[src/rtl/core/compass_heading_atan2_macros.svh]
// Assertion helpers for the compass heading core.
`ifndef COMPASS_HEADING_ATAN2_MACROS_SVH
`define COMPASS_HEADING_ATAN2_MACROS_SVH

// Checked on every rising clk_i edge once reset is released.
`define CHDG_ASSERT(lbl, prop, msg) \
  lbl: assert property (@(posedge clk_i) disable iff (!rst_ni) (prop)) else $error(msg);

// Checked on every rising clk_i edge, reset included.
`define CHDG_ASSERT_ALWAYS(lbl, prop, msg) \
  lbl: assert property (@(posedge clk_i) (prop)) else $error(msg);

`endif

[src/rtl/core/chdg_pkg.sv]
package chdg_pkg;

  localparam int RAW_W     = 16;  // sample and register width
  localparam int DIFF_W    = 17;  // offset-corrected sample
  localparam int PRE_SHIFT = 8;   // CORDIC input scale
  localparam int XY_W      = 27;  // CORDIC datapath, covers gain and scale
  localparam int PHASE_W   = 32;  // angle as binary fraction of a turn
  localparam int ATAN_LEN  = 24;
  localparam int HEAD_W    = 16;
  localparam int CFG_IDX_W = 2;

  localparam logic [CFG_IDX_W-1:0] REG_HARD_X      = 2'd0;
  localparam logic [CFG_IDX_W-1:0] REG_HARD_Y      = 2'd1;
  localparam logic [CFG_IDX_W-1:0] REG_DECLINATION = 2'd2;

  localparam logic [PHASE_W-1:0] HALF_TURN = 32'h8000_0000;

  typedef struct packed {
    logic signed [XY_W-1:0] x;
    logic signed [XY_W-1:0] y;
    logic [PHASE_W-1:0]     phase;
    logic                   zero;
  } cordic_t;

  // atan(2^-i) as a fraction of a full turn
  function automatic logic [PHASE_W-1:0] atan_turn(input int idx);
    logic [PHASE_W-1:0] a;
    case (idx)
      0:  a = 32'h2000_0000;
      1:  a = 32'h12E4_051E;
      2:  a = 32'h09FB_385B;
      3:  a = 32'h0511_11D4;
      4:  a = 32'h028B_0D43;
      5:  a = 32'h0145_D7E1;
      6:  a = 32'h00A2_F61E;
      7:  a = 32'h0051_7C55;
      8:  a = 32'h0028_BE53;
      9:  a = 32'h0014_5F2F;
      10: a = 32'h000A_2F98;
      11: a = 32'h0005_17CC;
      12: a = 32'h0002_8BE6;
      13: a = 32'h0001_45F3;
      14: a = 32'h0000_A2FA;
      15: a = 32'h0000_517D;
      16: a = 32'h0000_28BE;
      17: a = 32'h0000_145F;
      18: a = 32'h0000_0A2F;
      19: a = 32'h0000_0517;
      20: a = 32'h0000_028B;
      21: a = 32'h0000_0145;
      22: a = 32'h0000_00A2;
      23: a = 32'h0000_0051;
      default: a = '0;
    endcase
    return a;
  endfunction

endpackage

[src/rtl/core/chdg_if.sv]
interface chdg_sample_if;
  logic                                valid;
  logic                                ready;
  logic signed [chdg_pkg::RAW_W-1:0]   raw_x;
  logic signed [chdg_pkg::RAW_W-1:0]   raw_y;
  modport source (output valid, raw_x, raw_y, input ready);
  modport sink   (input valid, raw_x, raw_y, output ready);
endinterface

interface chdg_heading_if;
  logic                                valid;
  logic                                ready;
  logic [chdg_pkg::HEAD_W-1:0]         heading;
  modport source (output valid, heading, input ready);
  modport sink   (input valid, heading, output ready);
endinterface

interface chdg_cfg_if;
  logic                                valid;
  logic                                ready;
  logic [chdg_pkg::CFG_IDX_W-1:0]      index;
  logic [chdg_pkg::RAW_W-1:0]          data;
  modport source (output valid, index, data, input ready);
  modport sink   (input valid, index, data, output ready);
endinterface

[src/rtl/core/chdg_cordic_stage.sv]
// One registered vectoring CORDIC micro-rotation.
module chdg_cordic_stage #(
  parameter int STAGE = 0
) (
  input  logic              clk_i,
  input  logic              en_i,
  input  chdg_pkg::cordic_t data_i,
  output chdg_pkg::cordic_t data_o
);
  import chdg_pkg::*;

  logic signed [XY_W-1:0] xs, ys;
  cordic_t                data_d, data_q;

  always_comb begin
    xs     = data_i.x >>> STAGE;  // floor shift
    ys     = data_i.y >>> STAGE;
    data_d = data_i;
    if (!data_i.y[XY_W-1]) begin
      data_d.x     = data_i.x + ys;
      data_d.y     = data_i.y - xs;
      data_d.phase = data_i.phase + atan_turn(STAGE);
    end else begin
      data_d.x     = data_i.x - ys;
      data_d.y     = data_i.y + xs;
      data_d.phase = data_i.phase - atan_turn(STAGE);
    end
  end

  always_ff @(posedge clk_i) begin
    if (en_i) begin
      data_q <= data_d;
    end
  end

  assign data_o = data_q;

endmodule

[src/rtl/core/compass_heading_atan2.sv]
// Compass heading: atan2 of offset-corrected field, plus declination, in [0, 360).
//
//  channel    role   modport   transaction payload
//  --------   ----   -------   --------------------------------------------
//  sample_i   in     sink      raw_x, raw_y (16b signed)
//  heading_o  out    source    heading (16b, 2^-ANGLE_FRAC_BITS degree)
//  cfg_i      in     sink      index (0 hard-iron X, 1 hard-iron Y, 2 declination),
//                              data (16b); other index ignored, always ready
//
// One sample pair per cycle sustained while heading_o is ready; the pipe has
// one register stage per CORDIC micro-rotation plus five fixed stages.
// Each stage keeps its own valid bit and loads when it is empty or the
// stage after it moves, so bubbles close up and a stalled output still lets
// new samples in until the pipe is full. No transaction is dropped or repeated.
// rst_ni (async, low) clears the valid bits and the config registers (all 0).
module compass_heading_atan2 #(
  parameter int CORDIC_STEPS    = 16,
  parameter int ANGLE_FRAC_BITS = 7
) (
  input  logic                  clk_i,
  input  logic                  rst_ni,
  chdg_sample_if.sink           sample_i,
  chdg_heading_if.source        heading_o,
  chdg_cfg_if.sink              cfg_i
);
  import chdg_pkg::*;

  `include "compass_heading_atan2_macros.svh"

  // Pipeline stage map
  localparam int STEPS = (CORDIC_STEPS > ATAN_LEN) ? ATAN_LEN : CORDIC_STEPS;
  localparam int S_DXY = 0;           // offset subtraction
  localparam int S_PRE = 1;           // half-plane fold and scaling
  localparam int S_MUL = STEPS + 2;   // turn fraction times full circle
  localparam int S_RND = STEPS + 3;   // round, add declination
  localparam int S_WRP = STEPS + 4;   // wrap into one circle, output register
  localparam int NS    = STEPS + 5;

  // Angle output arithmetic
  localparam int FULL   = 360 << ANGLE_FRAC_BITS;
  localparam int FW     = $clog2(FULL + 1);
  localparam int PW     = PHASE_W + FW;
  localparam int DMAG   = 2 ** (RAW_W - 1);           // largest |declination|
  localparam int NWRAP  = (DMAG + FULL - 1) / FULL;   // turns added to stay >= 0
  localparam int VMAX   = FULL - 1 + DMAG - 1 + NWRAP * FULL;
  localparam int VW     = $clog2(VMAX + 1);
  localparam int WSTEPS = $clog2((VMAX + FULL) / FULL);

  logic [NS-1:0] valid_q;
  logic [NS-1:0] en;

  // Configuration registers
  logic signed [RAW_W-1:0] x_off_q, y_off_q, decl_q;

  assign cfg_i.ready = 1'b1;

  always_ff @(posedge clk_i or negedge rst_ni) begin
    if (!rst_ni) begin
      x_off_q <= '0;
      y_off_q <= '0;
      decl_q  <= '0;
    end else if (cfg_i.valid) begin
      case (cfg_i.index)
        REG_HARD_X:      x_off_q <= cfg_i.data;
        REG_HARD_Y:      y_off_q <= cfg_i.data;
        REG_DECLINATION: decl_q  <= cfg_i.data;
        default: ;
      endcase
    end
  end

  // Flow control: a stage loads when empty or when its successor moves
  always_comb begin
    en[NS-1] = !valid_q[NS-1] || heading_o.ready;
    for (int k = NS - 2; k >= 0; k--) begin
      en[k] = !valid_q[k] || en[k+1];
    end
  end

  assign sample_i.ready = en[S_DXY];

  always_ff @(posedge clk_i or negedge rst_ni) begin
    if (!rst_ni) begin
      valid_q <= '0;
    end else begin
      for (int k = 0; k < NS; k++) begin
        if (en[k]) begin
          valid_q[k] <= (k == 0) ? sample_i.valid : valid_q[(k == 0) ? 0 : k - 1];
        end
      end
    end
  end

  // Stage 0: hard-iron correction
  logic signed [DIFF_W-1:0] dx_q, dy_q;

  always_ff @(posedge clk_i) begin
    if (en[S_DXY]) begin
      dx_q <= DIFF_W'(sample_i.raw_x) - DIFF_W'(x_off_q);
      dy_q <= DIFF_W'(sample_i.raw_y) - DIFF_W'(y_off_q);
    end
  end

  // Stage 1: fold the left half plane by 180 degrees, scale up
  cordic_t                cd [0:STEPS];
  cordic_t                pre_d, pre_q;
  logic signed [XY_W-1:0] xe, ye;

  always_comb begin
    xe          = XY_W'(dx_q);
    ye          = XY_W'(dy_q);
    pre_d.zero  = (dx_q == '0) && (dy_q == '0);
    pre_d.phase = '0;
    if (dx_q[DIFF_W-1]) begin
      xe          = -xe;
      ye          = -ye;
      pre_d.phase = HALF_TURN;
    end
    pre_d.x = xe <<< PRE_SHIFT;
    pre_d.y = ye <<< PRE_SHIFT;
  end

  always_ff @(posedge clk_i) begin
    if (en[S_PRE]) begin
      pre_q <= pre_d;
    end
  end

  assign cd[0] = pre_q;

  // CORDIC micro-rotations, one register stage each
  for (genvar j = 0; j < STEPS; j++) begin : g_cordic
    chdg_cordic_stage #(
      .STAGE (j)
    ) u_stage (
      .clk_i  (clk_i),
      .en_i   (en[S_PRE + 1 + j]),
      .data_i (cd[j]),
      .data_o (cd[j+1])
    );
  end

  // Turn fraction to angle units: phase * FULL, a zero vector gives 0
  logic [PW-1:0] prod_q;

  always_ff @(posedge clk_i) begin
    if (en[S_MUL]) begin
      prod_q <= cd[STEPS].zero ? '0 : PW'(cd[STEPS].phase) * PW'(FULL);
    end
  end

  // Round half up, fold a full circle to 0, add declination biased positive
  logic [PW:0]     rnd_sum;
  logic [FW:0]     hr;
  logic [FW:0]     hfix;
  logic [VW:0]     vsum;
  logic [VW-1:0]   rnd_q;

  always_comb begin
    rnd_sum = (PW + 1)'(prod_q) + ((PW + 1)'(1) << (PHASE_W - 1));
    hr      = rnd_sum[PW:PHASE_W];
    hfix    = (hr == (FW + 1)'(FULL)) ? '0 : hr;
    vsum    = (VW + 1)'(hfix) + (VW + 1)'(decl_q) + (VW + 1)'(NWRAP * FULL);
  end

  always_ff @(posedge clk_i) begin
    if (en[S_RND]) begin
      rnd_q <= vsum[VW-1:0];
    end
  end

  // Wrap: binary conditional subtraction of FULL * 2^k
  logic [VW:0]   wv;
  logic [FW-1:0] hd_q;

  always_comb begin
    wv = (VW + 1)'(rnd_q);
    for (int k = WSTEPS - 1; k >= 0; k--) begin
      if (wv >= ((VW + 1)'(FULL) << k)) begin
        wv = wv - ((VW + 1)'(FULL) << k);
      end
    end
  end

  always_ff @(posedge clk_i) begin
    if (en[S_WRP]) begin
      hd_q <= FW'(wv);
    end
  end

  assign heading_o.valid   = valid_q[S_WRP];
  assign heading_o.heading = HEAD_W'(hd_q);

  // Checks
  logic acc_in, acc_out;
  assign acc_in  = sample_i.valid && sample_i.ready;
  assign acc_out = heading_o.valid && heading_o.ready;

  `CHDG_ASSERT_ALWAYS(a_rst_empty, !rst_ni |-> (valid_q == '0), "pipe not empty in reset")
  `CHDG_ASSERT(a_head_range, valid_q[S_WRP] |-> (hd_q < FW'(FULL)), "heading beyond circle")
  `CHDG_ASSERT(a_rnd_range, valid_q[S_RND] |-> (rnd_q <= VW'(VMAX)), "biased sum out of range")
  `CHDG_ASSERT(a_room_accept, !valid_q[S_WRP] |-> sample_i.ready, "input stalled with room")
  `CHDG_ASSERT(a_conserve, $countones(valid_q) == $past($countones(valid_q)) + $past(acc_in) - $past(acc_out), "items lost or duplicated")

endmodule

[src/flat_wrapper.sv]
// flat-port wrapper written by rule: the top's interface ports become plain ports
module compass_heading_atan2_flat import chdg_pkg::*;
#(
  parameter int CORDIC_STEPS    = 16,
  parameter int ANGLE_FRAC_BITS = 7
)
  (clk_i, rst_ni, sample_i_valid, sample_i_raw_x, sample_i_raw_y, sample_i_ready, heading_o_valid, heading_o_heading, heading_o_ready, cfg_i_valid, cfg_i_index, cfg_i_data, cfg_i_ready);
  chdg_sample_if sample_i_i ();
  chdg_heading_if heading_o_i ();
  chdg_cfg_if cfg_i_i ();
  input  logic clk_i;
  input  logic rst_ni;
  input wire logic [$bits(sample_i_i.valid)-1:0] sample_i_valid;
  input wire logic [$bits(sample_i_i.raw_x)-1:0] sample_i_raw_x;
  input wire logic [$bits(sample_i_i.raw_y)-1:0] sample_i_raw_y;
  output wire logic [$bits(sample_i_i.ready)-1:0] sample_i_ready;
  output wire logic [$bits(heading_o_i.valid)-1:0] heading_o_valid;
  output wire logic [$bits(heading_o_i.heading)-1:0] heading_o_heading;
  input wire logic [$bits(heading_o_i.ready)-1:0] heading_o_ready;
  input wire logic [$bits(cfg_i_i.valid)-1:0] cfg_i_valid;
  input wire logic [$bits(cfg_i_i.index)-1:0] cfg_i_index;
  input wire logic [$bits(cfg_i_i.data)-1:0] cfg_i_data;
  output wire logic [$bits(cfg_i_i.ready)-1:0] cfg_i_ready;
  assign sample_i_i.valid = sample_i_valid;
  assign sample_i_i.raw_x = sample_i_raw_x;
  assign sample_i_i.raw_y = sample_i_raw_y;
  assign sample_i_ready = sample_i_i.ready;
  assign heading_o_valid = heading_o_i.valid;
  assign heading_o_heading = heading_o_i.heading;
  assign heading_o_i.ready = heading_o_ready;
  assign cfg_i_i.valid = cfg_i_valid;
  assign cfg_i_i.index = cfg_i_index;
  assign cfg_i_i.data = cfg_i_data;
  assign cfg_i_ready = cfg_i_i.ready;
  compass_heading_atan2 #(.CORDIC_STEPS(CORDIC_STEPS), .ANGLE_FRAC_BITS(ANGLE_FRAC_BITS)) u_core (.clk_i(clk_i), .rst_ni(rst_ni), .sample_i(sample_i_i), .heading_o(heading_o_i), .cfg_i(cfg_i_i));
endmodule
[config.mk]
export PLATFORM = sky130hd
export DESIGN_NAME = compass_heading_atan2_flat
export DESIGN_NICKNAME = d
export VERILOG_FILES = /design/src/rtl/core/chdg_pkg.sv /design/src/rtl/core/chdg_if.sv /design/src/rtl/core/chdg_cordic_stage.sv /design/src/rtl/core/compass_heading_atan2.sv /design/src/flat_wrapper.sv
export VERILOG_INCLUDE_DIRS = /design/src /design/src/rtl/core
export SDC_FILE = /design/constraint.sdc
export NUM_CORES = 2
export LEC_CHECK = 0
export BUFFER_PORTS_ARGS = -buffer_cell sky130_fd_sc_hd__buf_2
export CAP_MARGIN = 20
export CORE_UTILIZATION = 40
export CTS_BUF_LIST = sky130_fd_sc_hd__clkbuf_16
export DETAILED_ROUTE_END_ITERATION = 10
export PLACE_DENSITY_LB_ADDON = 0.3
export SLEW_MARGIN = 10
export SYNTH_ARGS = -nofsm -noshare
export SYNTH_HDL_FRONTEND = slang
export SYNTH_SLANG_ARGS = --single-unit
[constraint.sdc]
create_clock -name clk_i -period 19.6 [get_ports clk_i]
set_clock_uncertainty 0.15 [all_clocks]
set_input_delay 0.98 -clock clk_i [delete_from_list [all_inputs] [get_ports clk_i]]
set_output_delay 0.98 -clock clk_i [all_outputs]
set_load 0.05 [all_outputs]
==> results.md <==
* Outcome: complete, no violations
* Worst path max stage delay at around 0.79 ns
* Antenna Nets Post-Route at 0
* DRT iter0 DRCs at 4,975
* Initial antenna violation count at 20
* Max_cap viols at 0
* Wirelength per Cell at 18.4 µm
* Worst setup SP type: register
* Wire length on met1 at 119,000 µm
* Clock slew seen by the registers of the worst setup and hold paths at around 0.060 ns
* Final Max Tran Viols at 0
* Chip width at 518 µm
* Resized cells post-CTS at 0
* Max Root-Sink Buffers at 3
* Crit path DAT at 5.45 ns
* WL final at 271,000 µm
* Drt drc at 0
* TritonCTS clock tree: done
* Critical path buffers and inverters at 3
* # IOs at 74
* Die ar. at ~270,000 µm²
* Critical path peak fanout at 46
* Post-synth top cells: 1,278 x ha_1, 1,274 x edfxtp_1, 1,021 x nor2_1
* Shortest period the worst path allows at 6.58 ns
* Met3 WL at 10,200 µm
* Vias in the first global route at 79.0k
* Max stage delay cell, worst path: nor3_1
* Worst Hold Class: in -> reg
* Total vias in the final route at 80.6k
* CP delay by family, top: simple AND/OR/NAND/NOR gates
* Predominant post-synthesis flop cell: edfxtp_1
* Area occupied by multi-input gates at 63,900 µm²
* First-pass GRT wire length at 427,000 µm
* Layout fillers at 24.9k
* WP data required at ~18 ns
* Layout Nets at 12.5k
* Area Growth Syn to Fin at 9.80%
* Sequential area share after synthesis at 0.375
* Worst slew pin tran at 1.13 ns
* Share of layout cells above drive strength 1 at 0.0470
* Final Wtd Congestion at between 0.9 and 1
* Sinks on Clock Net at 1,343
* Final period utilization at 0.336
* Setup TNS at 0 ns
* Cts bufs inserted at 159
* DP Wirelength at ~220,000 µm
* Vias per cell at between 5 and 6
* GRT overflow at 0
* Total track usage at 0.196
* Fmax at 152 MHz
* Final Hold Viols at 0
* Port buffer count at 72
* Starting Density at 0.402
* Post-Syn Area at between 100,000 and 150,000 µm²
* Post-synth cell types at 94
* H-tree depth at 4
* Storage element area at 40,000 µm²
* Largest net degree at the start of global routing at 88
* FP Rows at 189
* Share of the synthesized area in the top cell type at 0.359
* Post-synth ARST share at 0.0514
* Top-count cell post-synth: ha_1
* Root buf cell: clkbuf_16
* Number of synthesized flops with an enable pin at 1,274
* Setup violators final at 0
* Metal2 WL at between 100,000 and 150,000 µm
* CP cell instances: nor2b_1, nand2_1, nor2_1, buf_4, nand2_4, nor3_1, nand3_4, nor2_1, nand3_2, buf_4, buf_2
* YS warnings at 0
* Clk_lat worst skew at 0.82 ns
* Top cells by area, synth: edfxtp_1 36%, ha_1 15%, xnor2_1 8.4%, a21oi_1 4.8%, xor2_1 3.9%
* Max-slew headroom at 0.249
* Setup CP Type: reg -> out
* CP endpoint kind: primary output
* DR top layer: met4
* Mapped Cells at around 11k
* Post-Syn Area per Cell at approximately 9.8 µm²
* Synthesized flop and latch total at 1,343
* Chip height at approximately 520 µm
* RSZ-0062 raised after global routing: no
* Synth area leader: edfxtp_1
* DR pass1 iterations at 6
* Core ar. at ~270,000 µm²
stage by stage:
step / cells / cell area, µm² / hold WS, ns / worst slack (ns) / util
3_5_place_dp: 14400 / 111000 / 0.256 / 12.51 / 0.421
4_1_cts: 14700 / 117000 / 0.136 / 12.32 / 0.441
6_report: 14700 / 117000 / 0.204 / 13.02 / 0.442
5_1_grt: 14700 / 117000 / 0.162 / 12.50 / 0.442
3_3_place_gp: 14400 / 111000 / 0.251 / 12.63 / 0.421
2_1_floorplan: 10900 / 107000 / 0.250 / 10.79 / -
sequential cells by signal, summed over array words and instances (netlist names):
name / count
u_core.x_off_q: 16
u_core.dx_q: 17
u_core.dy_q: 17
u_core.y_off_q: 16
u_core.decl_q: 16
u_core.heading_o.heading: 16
u_core.cd: 40
u_core.prod_q: 17
u_core.rnd_q: 17
u_core.valid_q: 21
u_core.g_cordic.u_stage.data_o: 1150
worst paths after layout:
path / end / cells after the start / slack (ns) / from
setup reg to reg: u_core.g_cordic[10].u_stage.data_o[59] / 14 / 14.15 / u_core.g_cordic[9].u_stage.data_o[59]
hold / removal: u_core.valid_q[0] / 2 / 0.20 / sample_i_valid
hold reg to reg: u_core.g_cordic[3].u_stage.data_o[0] / 0 / 0.24 / u_core.g_cordic[2].u_stage.data_o[0]
setup / recovery: sample_i_ready / 11 / 13.02 / u_core.valid_q[20]
max in group asynchronous: u_core.valid_q[0] / 3 / 17.81 / rst_ni
min in group asynchronous: u_core.valid_q[20] / 2 / 0.47 / rst_ni
routing by layer:
| metal | vias up | global-route usage |
|---|---|---|
| met2 | 1694 | 0.347 |
| met4 | 0 | 0.0722 |
| met1 | 38400 | 0.244 |
| li1 | 40100 | - |
| met3 | 492 | 0.0230 |
| met5 | - | 0 |
timing repair:
item | 4_1_cts | 5_1_grt
buffers inserted | 0 | 0
endpoints found under the hold margin | 18 | 0
hold buffers | 1 | 0
layout make-up:
cell class              count  share of cell area
multi-input cells        8747               0.546
flip-flops and latches   1343               0.341
well taps                3533              0.0377
clock buffers             160              0.0342
inverters                 639              0.0205
clock inverters           135              0.0123
repair buffers            138             0.00823
diodes                      4           0.0000855
layout by cell type (no fill, tap or decap), types with 33 or more instances in the layout:
master | Yosys | routed
buf_4 | 1 | 59
a21boi_1 | 47 | 47
a211oi_1 | 63 | 63
nand2b_1 | 174 | 174
a31oi_1 | 102 | 102
ha_1 | 1278 | 1278
o21ai_1 | 308 | 308
edfxtp_1 | 1274 | 1274
o21bai_1 | 156 | 156
and3_1 | 105 | 105
nand2_1 | 576 | 570
a21oi_1 | 1013 | 1013
clkbuf_16 | 0 | 160
o21a_1 | 151 | 151
fa_1 | 93 | 93
buf_2 | 2 | 72
dfrtp_1 | 69 | 69
o31ai_1 | 54 | 54
inv_1 | 618 | 633
o41ai_1 | 40 | 40
or3_1 | 70 | 70
nor2_1 | 1021 | 1021
a21o_1 | 367 | 367
nor2b_1 | 145 | 145
mux2_2 | 58 | 58
and2_1 | 55 | 55
nor4_1 | 70 | 69
clkinv_1 | 6 | 33
o21ai_0 | 234 | 234
xnor2_1 | 1019 | 1019
nand4_1 | 60 | 60
o211ai_1 | 46 | 46
nand3_1 | 182 | 177
nor3_1 | 294 | 294
xor2_1 | 470 | 470
cell families after synthesis:
family	share of synthesized area
AO/OA/AOI/OAI	0.169
XOR/XNOR	0.122
buffers and inverters	0.0272
adder cells (fa/ha/maj)	0.167
flip-flops	0.375
other	0.0000704
AND/OR/NAND/NOR	0.131
multiplexers	0.00849
Power is not shown: default switching activity piles up to over one toggle a cycle in this logic, so the estimate is an artifact.
